--- src/hw/rtl/bra_pkg.sv ---
`default_nettype none

package bra_pkg;

    localparam int unsigned APB_DATA_BITS = 32;
    localparam int unsigned ADDR_BITS     = 3;

    localparam logic [0:0]  REG_MAX_DEN   = 1'b0;
    localparam logic [31:0] MAXDEN_RESET  = 32'd65535;

    typedef enum logic [11:0] {
        ST_IDLE  = 12'b0000_0000_0001,
        ST_DIV   = 12'b0000_0000_0010,
        ST_MULP  = 12'b0000_0000_0100,
        ST_MULQ  = 12'b0000_0000_1000,
        ST_STEP  = 12'b0000_0001_0000,
        ST_FIN   = 12'b0000_0010_0000,
        ST_ADM   = 12'b0000_0100_0000,
        ST_CMP   = 12'b0000_1000_0000,
        ST_FITW  = 12'b0001_0000_0000,
        ST_FMULP = 12'b0010_0000_0000,
        ST_FMULQ = 12'b0100_0000_0000,
        ST_FOUT  = 12'b1000_0000_0000
    } state_t;

endpackage

`default_nettype wire

--- src/hw/rtl/bra_div.sv ---
`default_nettype none

module bra_div #(
    parameter int unsigned W = 32
) (
    input  wire logic         clk,
    input  wire logic         rst_n,
    input  wire logic         start,
    input  wire logic [W-1:0] dividend,
    input  wire logic [W-1:0] divisor,
    output logic              done,
    output logic [W-1:0]      quotient,
    output logic [W-1:0]      remainder
);

    localparam int unsigned CW = $clog2(W);

    logic          run_reg;
    logic          run_next;
    logic          done_reg;
    logic          done_next;
    logic [CW-1:0] cnt_reg;
    logic [CW-1:0] cnt_next;
    logic [W-1:0]  quo_reg;
    logic [W-1:0]  quo_next;
    logic [W-1:0]  rem_reg;
    logic [W-1:0]  rem_next;
    logic [W-1:0]  dvs_reg;
    logic [W-1:0]  dvs_next;

    logic [W:0]    shifted;
    logic [W:0]    diff;
    logic          ge;

    assign shifted = {rem_reg, quo_reg[W-1]};
    assign ge      = (shifted >= {1'b0, dvs_reg});
    assign diff    = shifted - {1'b0, dvs_reg};

    always_comb
    begin
        run_next  = run_reg;
        done_next = 1'b0;
        cnt_next  = cnt_reg;
        quo_next  = quo_reg;
        rem_next  = rem_reg;
        dvs_next  = dvs_reg;
        if (start)
        begin
            run_next = 1'b1;
            cnt_next = CW'(W - 1);
            quo_next = dividend;
            rem_next = '0;
            dvs_next = divisor;
        end
        else if (run_reg)
        begin
            // one quotient bit per cycle
            quo_next = {quo_reg[W-2:0], ge};
            rem_next = ge ? diff[W-1:0] : shifted[W-1:0];
            cnt_next = cnt_reg - CW'(1);
            if (cnt_reg == '0)
            begin
                run_next  = 1'b0;
                done_next = 1'b1;
            end
        end
    end

    always_ff @(posedge clk or negedge rst_n)
    begin
        if (!rst_n)
        begin
            run_reg  <= 1'b0;
            done_reg <= 1'b0;
            cnt_reg  <= '0;
        end
        else
        begin
            run_reg  <= run_next;
            done_reg <= done_next;
            cnt_reg  <= cnt_next;
        end
    end

    always_ff @(posedge clk)
    begin
        quo_reg <= quo_next;
        rem_reg <= rem_next;
        dvs_reg <= dvs_next;
    end

    assign done      = done_reg;
    assign quotient  = quo_reg;
    assign remainder = rem_reg;

endmodule

`default_nettype wire

--- src/hw/rtl/bra_cfg.sv ---
`default_nettype none

module bra_cfg #(
    parameter int unsigned W = 32
) (
    input  wire logic                                clk,
    input  wire logic                                rst_n,
    input  wire logic                                psel,
    input  wire logic                                penable,
    input  wire logic                                pwrite,
    input  wire logic [bra_pkg::ADDR_BITS-1:0]       paddr,
    input  wire logic [bra_pkg::APB_DATA_BITS-1:0]   pwdata,
    output logic [bra_pkg::APB_DATA_BITS-1:0]        prdata,
    output logic                                     pready,
    output logic [W-1:0]                             max_den
);

    logic [W-1:0] max_den_reg;
    logic [W-1:0] max_den_next;
    logic         hit;

    assign hit = (paddr[bra_pkg::ADDR_BITS-1:2] == bra_pkg::REG_MAX_DEN);

    always_comb
    begin
        max_den_next = max_den_reg;
        if (psel && penable && pwrite && hit)
        begin
            max_den_next = pwdata[W-1:0];
        end
    end

    always_ff @(posedge clk or negedge rst_n)
    begin
        if (!rst_n)
        begin
            max_den_reg <= W'(bra_pkg::MAXDEN_RESET);
        end
        else
        begin
            max_den_reg <= max_den_next;
        end
    end

    assign prdata  = hit ? bra_pkg::APB_DATA_BITS'(max_den_reg) : '0;
    assign pready  = 1'b1;
    assign max_den = max_den_reg;

endmodule

`default_nettype wire

--- src/hw/rtl/bounded_rational_approximator_unit.sv ---
// Best rational approximation p/q of numerator/denominator with q <= max_denominator.
// Input: pulse start with numerator and denominator while busy is low; the beat is
// taken at that edge and busy rises right after it, except for a zero denominator.
// Output: done is high for exactly one cycle with approx_numerator, approx_denominator
// and bad_input; the receiver cannot stall, so the beat must be captured then.
// busy falls in the cycle done is high, so the next beat may start there.
// Each Euclid step is bounded by the shared one-bit-per-cycle divider plus two passes
// through the shared multiplier; a 32-bit input needs up to about 47 such steps.
// A zero denominator answers 0/0 with bad_input in the cycle right after acceptance,
// and busy stays low.
// Items are processed one at a time; nothing is kept between them.
// Configuration: APB register max_denominator at byte address 0 (0 counts as 1),
// reset to 65535; write it only while busy is low.
// Reset: rst_n clears the sequencer, the divider and the register asynchronously.
`default_nettype none

module bounded_rational_approximator_unit #(
    parameter int unsigned WORD_BITS = 32
) (
    input  wire logic                               clk,
    input  wire logic                               rst_n,
    input  wire logic                               start,
    output logic                                    busy,
    input  wire logic [WORD_BITS-1:0]               numerator,
    input  wire logic [WORD_BITS-1:0]               denominator,
    output logic                                    done,
    output logic [WORD_BITS-1:0]                    approx_numerator,
    output logic [WORD_BITS-1:0]                    approx_denominator,
    output logic                                    bad_input,
    input  wire logic                               psel,
    input  wire logic                               penable,
    input  wire logic                               pwrite,
    input  wire logic [bra_pkg::ADDR_BITS-1:0]      paddr,
    input  wire logic [bra_pkg::APB_DATA_BITS-1:0]  pwdata,
    output logic [bra_pkg::APB_DATA_BITS-1:0]       prdata,
    output logic                                    pready
);

    localparam int unsigned W  = WORD_BITS;
    localparam int unsigned PW = 2 * WORD_BITS;

    bra_pkg::state_t state_reg;
    bra_pkg::state_t state_next;

    logic [W-1:0]  max_den;

    logic          done_reg;
    logic          done_next;
    logic          first_reg;
    logic          first_next;
    logic          gt_reg;
    logic          gt_next;
    logic          bad_reg;
    logic          bad_next;

    logic [W-1:0]  p0_reg;
    logic [W-1:0]  p0_next;
    logic [W-1:0]  p1_reg;
    logic [W-1:0]  p1_next;
    logic [W-1:0]  p2_reg;
    logic [W-1:0]  p2_next;
    logic [W-1:0]  q0_reg;
    logic [W-1:0]  q0_next;
    logic [W-1:0]  q1_reg;
    logic [W-1:0]  q1_next;
    logic [W-1:0]  q2_reg;
    logic [W-1:0]  q2_next;
    logic [W-1:0]  a_reg;
    logic [W-1:0]  a_next;
    logic [W-1:0]  r_reg;
    logic [W-1:0]  r_next;
    logic [W-1:0]  rprev_reg;
    logic [W-1:0]  rprev_next;
    logic [W-1:0]  y_reg;
    logic [W-1:0]  y_next;
    logic [W-1:0]  lim_reg;
    logic [W-1:0]  lim_next;
    logic [W-1:0]  fit_reg;
    logic [W-1:0]  fit_next;
    logic [W-1:0]  num_reg;
    logic [W-1:0]  num_next;
    logic [W-1:0]  den_reg;
    logic [W-1:0]  den_next;
    logic [PW-1:0] prod_reg;
    logic [PW-1:0] prod_next;
    logic [PW-1:0] prod_a_reg;
    logic [PW-1:0] prod_a_next;

    logic [W-1:0]  mul_a;
    logic [W-1:0]  mul_b;
    logic [W-1:0]  q2_sum;
    logic [W-1:0]  half;

    logic          div_start;
    logic [W-1:0]  div_dividend;
    logic [W-1:0]  div_divisor;
    logic          div_done;
    logic [W-1:0]  div_quot;
    logic [W-1:0]  div_rem;

    bra_cfg #(
        .W (W)
    ) u_cfg (
        .clk     (clk),
        .rst_n   (rst_n),
        .psel    (psel),
        .penable (penable),
        .pwrite  (pwrite),
        .paddr   (paddr),
        .pwdata  (pwdata),
        .prdata  (prdata),
        .pready  (pready),
        .max_den (max_den)
    );

    bra_div #(
        .W (W)
    ) u_div (
        .clk       (clk),
        .rst_n     (rst_n),
        .start     (div_start),
        .dividend  (div_dividend),
        .divisor   (div_divisor),
        .done      (div_done),
        .quotient  (div_quot),
        .remainder (div_rem)
    );

    always_comb
    begin
        mul_a = '0;
        mul_b = '0;
        unique case (state_reg)
            bra_pkg::ST_MULP:
            begin
                mul_a = p1_reg;
                mul_b = a_reg;
            end
            bra_pkg::ST_MULQ:
            begin
                mul_a = q1_reg;
                mul_b = a_reg;
            end
            bra_pkg::ST_FIN:
            begin
                mul_a = q0_reg;
                mul_b = rprev_reg;
            end
            bra_pkg::ST_ADM:
            begin
                mul_a = r_reg;
                mul_b = q1_reg;
            end
            bra_pkg::ST_FMULP:
            begin
                mul_a = p1_reg;
                mul_b = fit_reg;
            end
            bra_pkg::ST_FMULQ:
            begin
                mul_a = q1_reg;
                mul_b = fit_reg;
            end
            default:
            begin
                mul_a = '0;
                mul_b = '0;
            end
        endcase
    end

    assign prod_next = PW'(mul_a) * PW'(mul_b);
    assign q2_sum    = q0_reg + prod_reg[W-1:0];
    assign half      = {1'b0, a_reg[W-1:1]} + ((!a_reg[0] && gt_reg) ? W'(0) : W'(1));

    always_comb
    begin
        state_next   = state_reg;
        done_next    = 1'b0;
        first_next   = first_reg;
        gt_next      = gt_reg;
        bad_next     = bad_reg;
        p0_next      = p0_reg;
        p1_next      = p1_reg;
        p2_next      = p2_reg;
        q0_next      = q0_reg;
        q1_next      = q1_reg;
        q2_next      = q2_reg;
        a_next       = a_reg;
        r_next       = r_reg;
        rprev_next   = rprev_reg;
        y_next       = y_reg;
        lim_next     = lim_reg;
        fit_next     = fit_reg;
        num_next     = num_reg;
        den_next     = den_reg;
        prod_a_next  = prod_a_reg;
        div_start    = 1'b0;
        div_dividend = '0;
        div_divisor  = '0;

        unique case (state_reg)
            bra_pkg::ST_IDLE:
            begin
                if (start)
                begin
                    if (denominator == '0)
                    begin
                        num_next  = '0;
                        den_next  = '0;
                        bad_next  = 1'b1;
                        done_next = 1'b1;
                    end
                    else
                    begin
                        p0_next      = '0;
                        p1_next      = W'(1);
                        q0_next      = W'(1);
                        q1_next      = '0;
                        rprev_next   = '0;
                        first_next   = 1'b1;
                        y_next       = denominator;
                        lim_next     = (max_den == '0) ? W'(1) : max_den;
                        div_start    = 1'b1;
                        div_dividend = numerator;
                        div_divisor  = denominator;
                        state_next   = bra_pkg::ST_DIV;
                    end
                end
            end
            bra_pkg::ST_DIV:
            begin
                if (div_done)
                begin
                    a_next     = div_quot;
                    r_next     = div_rem;
                    state_next = bra_pkg::ST_MULP;
                end
            end
            bra_pkg::ST_MULP:
            begin
                state_next = bra_pkg::ST_MULQ;
            end
            bra_pkg::ST_MULQ:
            begin
                p2_next    = p0_reg + prod_reg[W-1:0];
                state_next = bra_pkg::ST_STEP;
            end
            bra_pkg::ST_STEP:
            begin
                q2_next = q2_sum;
                if ((r_reg == '0) || (!first_reg && (q2_sum >= lim_reg)))
                begin
                    state_next = bra_pkg::ST_FIN;
                end
                else
                begin
                    // advance to the next convergent
                    first_next   = 1'b0;
                    p0_next      = p1_reg;
                    p1_next      = p2_reg;
                    q0_next      = q1_reg;
                    q1_next      = q2_sum;
                    rprev_next   = r_reg;
                    y_next       = r_reg;
                    div_start    = 1'b1;
                    div_dividend = y_reg;
                    div_divisor  = r_reg;
                    state_next   = bra_pkg::ST_DIV;
                end
            end
            bra_pkg::ST_FIN:
            begin
                if (q2_reg <= lim_reg)
                begin
                    num_next   = p2_reg;
                    den_next   = q2_reg;
                    bad_next   = 1'b0;
                    done_next  = 1'b1;
                    state_next = bra_pkg::ST_IDLE;
                end
                else
                begin
                    state_next = bra_pkg::ST_ADM;
                end
            end
            bra_pkg::ST_ADM:
            begin
                prod_a_next = prod_reg;
                state_next  = bra_pkg::ST_CMP;
            end
            bra_pkg::ST_CMP:
            begin
                gt_next      = (prod_a_reg > prod_reg);
                div_start    = 1'b1;
                div_dividend = lim_reg - q0_reg;
                div_divisor  = q1_reg;
                state_next   = bra_pkg::ST_FITW;
            end
            bra_pkg::ST_FITW:
            begin
                if (div_done)
                begin
                    fit_next = div_quot;
                    if (div_quot < half)
                    begin
                        num_next   = p1_reg;
                        den_next   = q1_reg;
                        bad_next   = 1'b0;
                        done_next  = 1'b1;
                        state_next = bra_pkg::ST_IDLE;
                    end
                    else
                    begin
                        state_next = bra_pkg::ST_FMULP;
                    end
                end
            end
            bra_pkg::ST_FMULP:
            begin
                state_next = bra_pkg::ST_FMULQ;
            end
            bra_pkg::ST_FMULQ:
            begin
                num_next   = p0_reg + prod_reg[W-1:0];
                state_next = bra_pkg::ST_FOUT;
            end
            bra_pkg::ST_FOUT:
            begin
                den_next   = q0_reg + prod_reg[W-1:0];
                bad_next   = 1'b0;
                done_next  = 1'b1;
                state_next = bra_pkg::ST_IDLE;
            end
            default:
            begin
                state_next = bra_pkg::ST_IDLE;
            end
        endcase
    end

    always_ff @(posedge clk or negedge rst_n)
    begin
        if (!rst_n)
        begin
            state_reg <= bra_pkg::ST_IDLE;
            done_reg  <= 1'b0;
        end
        else
        begin
            state_reg <= state_next;
            done_reg  <= done_next;
        end
    end

    always_ff @(posedge clk)
    begin
        first_reg  <= first_next;
        gt_reg     <= gt_next;
        bad_reg    <= bad_next;
        p0_reg     <= p0_next;
        p1_reg     <= p1_next;
        p2_reg     <= p2_next;
        q0_reg     <= q0_next;
        q1_reg     <= q1_next;
        q2_reg     <= q2_next;
        a_reg      <= a_next;
        r_reg      <= r_next;
        rprev_reg  <= rprev_next;
        y_reg      <= y_next;
        lim_reg    <= lim_next;
        fit_reg    <= fit_next;
        num_reg    <= num_next;
        den_reg    <= den_next;
        prod_reg   <= prod_next;
        prod_a_reg <= prod_a_next;
    end

    assign busy               = (state_reg != bra_pkg::ST_IDLE);
    assign done               = done_reg;
    assign approx_numerator   = num_reg;
    assign approx_denominator = den_reg;
    assign bad_input          = bad_reg;

endmodule

`default_nettype wire

--- config.mk ---
export PLATFORM = sky130hd
export DESIGN_NAME = bounded_rational_approximator_unit
export DESIGN_NICKNAME = d
export VERILOG_FILES = /design/src/hw/rtl/bra_pkg.sv /design/src/hw/rtl/bra_div.sv /design/src/hw/rtl/bra_cfg.sv /design/src/hw/rtl/bounded_rational_approximator_unit.sv
export SDC_FILE = /design/constraint.sdc
export NUM_CORES = 2
export LEC_CHECK = 0
export ABC_AREA = 0
export BUFFER_PORTS_ARGS = -buffer_cell sky130_fd_sc_hd__clkbuf_2
export CORE_UTILIZATION = 44
export CTS_CLUSTER_SIZE = 25
export DETAILED_ROUTE_END_ITERATION = 6
export PLACE_DENSITY_LB_ADDON = 0.2
export SYNTH_ARGS = -nofsm -noshare
export SYNTH_HDL_FRONTEND = slang
export SYNTH_SLANG_ARGS = --single-unit
--- constraint.sdc ---
create_clock -name clk -period 17.75 [get_ports clk]
set_clock_uncertainty 0.15 [all_clocks]
set_input_delay 5.325 -clock clk [delete_from_list [all_inputs] [get_ports clk]]
set_output_delay 5.325 -clock clk [all_outputs]
set_load 0.1 [all_outputs]
==> impl_metrics.yaml <==
run_status:
  status: "complete, but fails checks"
  failed_checks: "DRC"
placement:
  io_buffers: 201
  gp_congestion: 0.965
  dpl_worst_slack_ns: 5.66
  hpwl_um: 195000
  dpl-instance-area_um2: 75100
logic_synthesis:
  postSynthCellCount: 7306
  synth_area_um2: 71200
  async_reset_ff_frac: 0.0715
  synth_top_area_frac: 0.253
  synth-seq-cells: 727
  synth_largest_area_cell: "fa_1"
  ys_types: 94
  synthTopCellsByArea: "fa_1, edfxtp_1, ha_1"
  ys_seq_area_frac: 0.290
  synth_edf_count: 579
  yosys_warnings: 0
  synth_ff_type: "edfxtp_1"
  synth_nets: 8862
  postSynthAreaPerCell_um2: 9.75
global_routing:
  grt_util_all_layers: 0.316
  grt_max_degree: 156
  gr-total-overflow: 0
  grt_pass1_vias: 55900
  grt_pass1_wl_um: 375000
  antenna_found_initial: 10
die:
  rows: 147
  core-area_um2: 161000
  die_y_um: 404
  die-area_um2: 164000
  die_x_um: 404
  initial_core_util: 0.444
  pin_count: 205
clock_tree:
  post_cts_resize_count: 0
  cts_made_buffers: 84
  clock_latency_ns: 0.72
  cts_sinks: 727
  clk_path_buf_depth: 3
  cts_hold_buf: 0
  cts-root-buf: "clkbuf_16"
  cts_tree: "built"
  post-cts-setup-buffers: 0
  clk_pin_slew_ns: 0.06
  cts_max_level: 3
routing:
  drt-vias-per-instance: 5.81
  antenna_left: 0
  avgRoutedWirePerCell_um: 26.7
  dr.pass1.iters: 7
  vias: 55900
  drc: 5
  drt_wl_total_um: 257000
  drt_iter0_drc: 5934
cells_and_area:
  multi_input_area_um2: 45100
  final_common_cell: "inv_1"
  final_core_util: 0.486
  area_delta_synth_final_pct: 9.45
  layout_common_cells: "inv_1, fa_1, nand2_1, nor2_1, edfxtp_1"
  seqCellArea_um2: 20600
  layout-drive-gt1-share: 0.0854
  nets: 8944
  fill_cells: 15100
  fin_area_um2: 78000
timing:
  rsz0062_at_grt: "false"
  finalHoldViolCount: 0
  final.setup.tns_ns: 0
  slew_headroom: 0.176
  setup_violations: 0
  min_period_ns: 12.37
  drv_slew: 0
  setup_slack_ns: 5.38
  period_share: 0.697
  fmax_mhz: 80.8
  worst_pin_slew_ns: 1.24
setup_path:
  start_kind: "flop"
  timing.critical_path.slowest_stage_cell: "buf_4"
  crit_path_max_fanout: 71
  crit_type: "flop to flop"
  setup.worst_path.end_class: "flop"
  critPathMaxStageDelay_ns: 0.86
  crit_arrival_ns: 12.81
  path_common_cell: "fa_1"
  cp.required_ns: 18.19
pwr:
  irDropWorstVdd_mv: 0.0860
  powerDensity_nw_per_um2: 76.8
  leakage_uw: 0.0351
min_path:
  min_path_type: "flop to flop"
flow_run:
  drv_cap: 0
-- synthesized netlist by cell type, drive strengths merged (39+ instances only) --
library cell and count:
a21o 176, a21oi 279, a221o 39, a221oi 40
a22o 44, a22oi 122, and2 115, buf 92
clkbuf 266, dfxtp 96, edfxtp 579, fa 900
ha 551, inv 1198, nand2 825, nand3 46
nand4 63, nor2 794, nor2b 73, nor3 44
o211ai 45, o21ai 204, xnor2 115, xor2 89
-- metal layers --
| metal | part of all wire | vias up | global-route usage | routed length [um] |
|---|---|---|---|---|
| met4 | 0.065 | 2 | 0.180 | 16600 |
| li1 | - | 24200 | - | - |
| met3 | 0.10 | 603 | 0.0626 | 25700 |
| met5 | 0.000051 | - | 0 | 13 |
| met2 | 0.44 | 2937 | 0.479 | 113000 |
| met1 | 0.40 | 28200 | 0.421 | 102000 |
-- final cells by class --
type                       count  area share
clock buffer                 107      0.0298
timing repair buffer         354      0.0278
tap                         2160      0.0347
sequential                   727       0.265
antenna                        3   0.0000963
multi-input combinational   5023       0.578
clock inverter                49     0.00749
inverter                    1198      0.0577
-- cell families (layout without fill, tap and decap cells) --
| kind of cell | Yosys count | count (layout) | share of synthesized area |
|---|---|---|---|
| other | 1 | 4 | 0.0000526 |
| muxes | 41 | 41 | 0.00636 |
| and+or+nand+nor | 2127 | 2127 | 0.130 |
| buffers and inverters | 1556 | 1708 | 0.0835 |
| DFF | 727 | 727 | 0.290 |
| adders and majority gates | 1451 | 1451 | 0.350 |
| xor gates and xnor gates | 204 | 204 | 0.0251 |
| AOI/OAI and AO/OA | 1199 | 1199 | 0.116 |
-- per-stage QoR --
| stage | hold WS, ns | cells | power [uW] |
|---|---|---|---|
| 2_1_floorplan | 0.258 | 7306 | 3520 |
| 3_3_place_gp | 0.263 | 9462 | 4100 |
| 3_5_place_dp | 0.265 | 9462 | 4130 |
| 4_1_cts | 0.278 | 9618 | 5980 |
| 5_1_grt | 0.290 | 9618 | 6190 |
| 6_report | 0.277 | 9621 | 5990 |
-- critical path: cells and delay by family (launching register included) --
kind,cells,cell delay (ns)
AO/OA/AOI/OAI,8,2.88
flip-flops,1,0.47
adder cells (fa/ha/maj),9,4.21
AND/OR/NAND/NOR,10,2.58
XOR/XNOR,1,0.15
buffers and inverters,7,1.78
-- report_power, final --
| part | internal, uW | switching (uW) | total (uW) |
|---|---|---|---|
| sequential | 2180 | 338 | 2520 |
| combinational | 480 | 1140 | 1620 |
| clock | 1080 | 767 | 1850 |
-- worst paths after layout --
check / from / endpoint / slack (ns) / depth (start not counted)
worst max-delay path: state_reg[4] / prod_reg[61] / 5.38 / 35
worst min-delay path: prod_reg[51] / prod_a_reg[51] / 0.28 / 0
worst max register to register: state_reg[4] / prod_reg[61] / 5.38 / 35
worst min register to register: prod_reg[51] / prod_a_reg[51] / 0.28 / 0
max in group asynchronous: rst_n / u_div.run_reg / 12.20 / 2
min in group asynchronous: rst_n / u_cfg.max_den[22] / 4.64 / 2
Power figures use the tool's default switching activity.
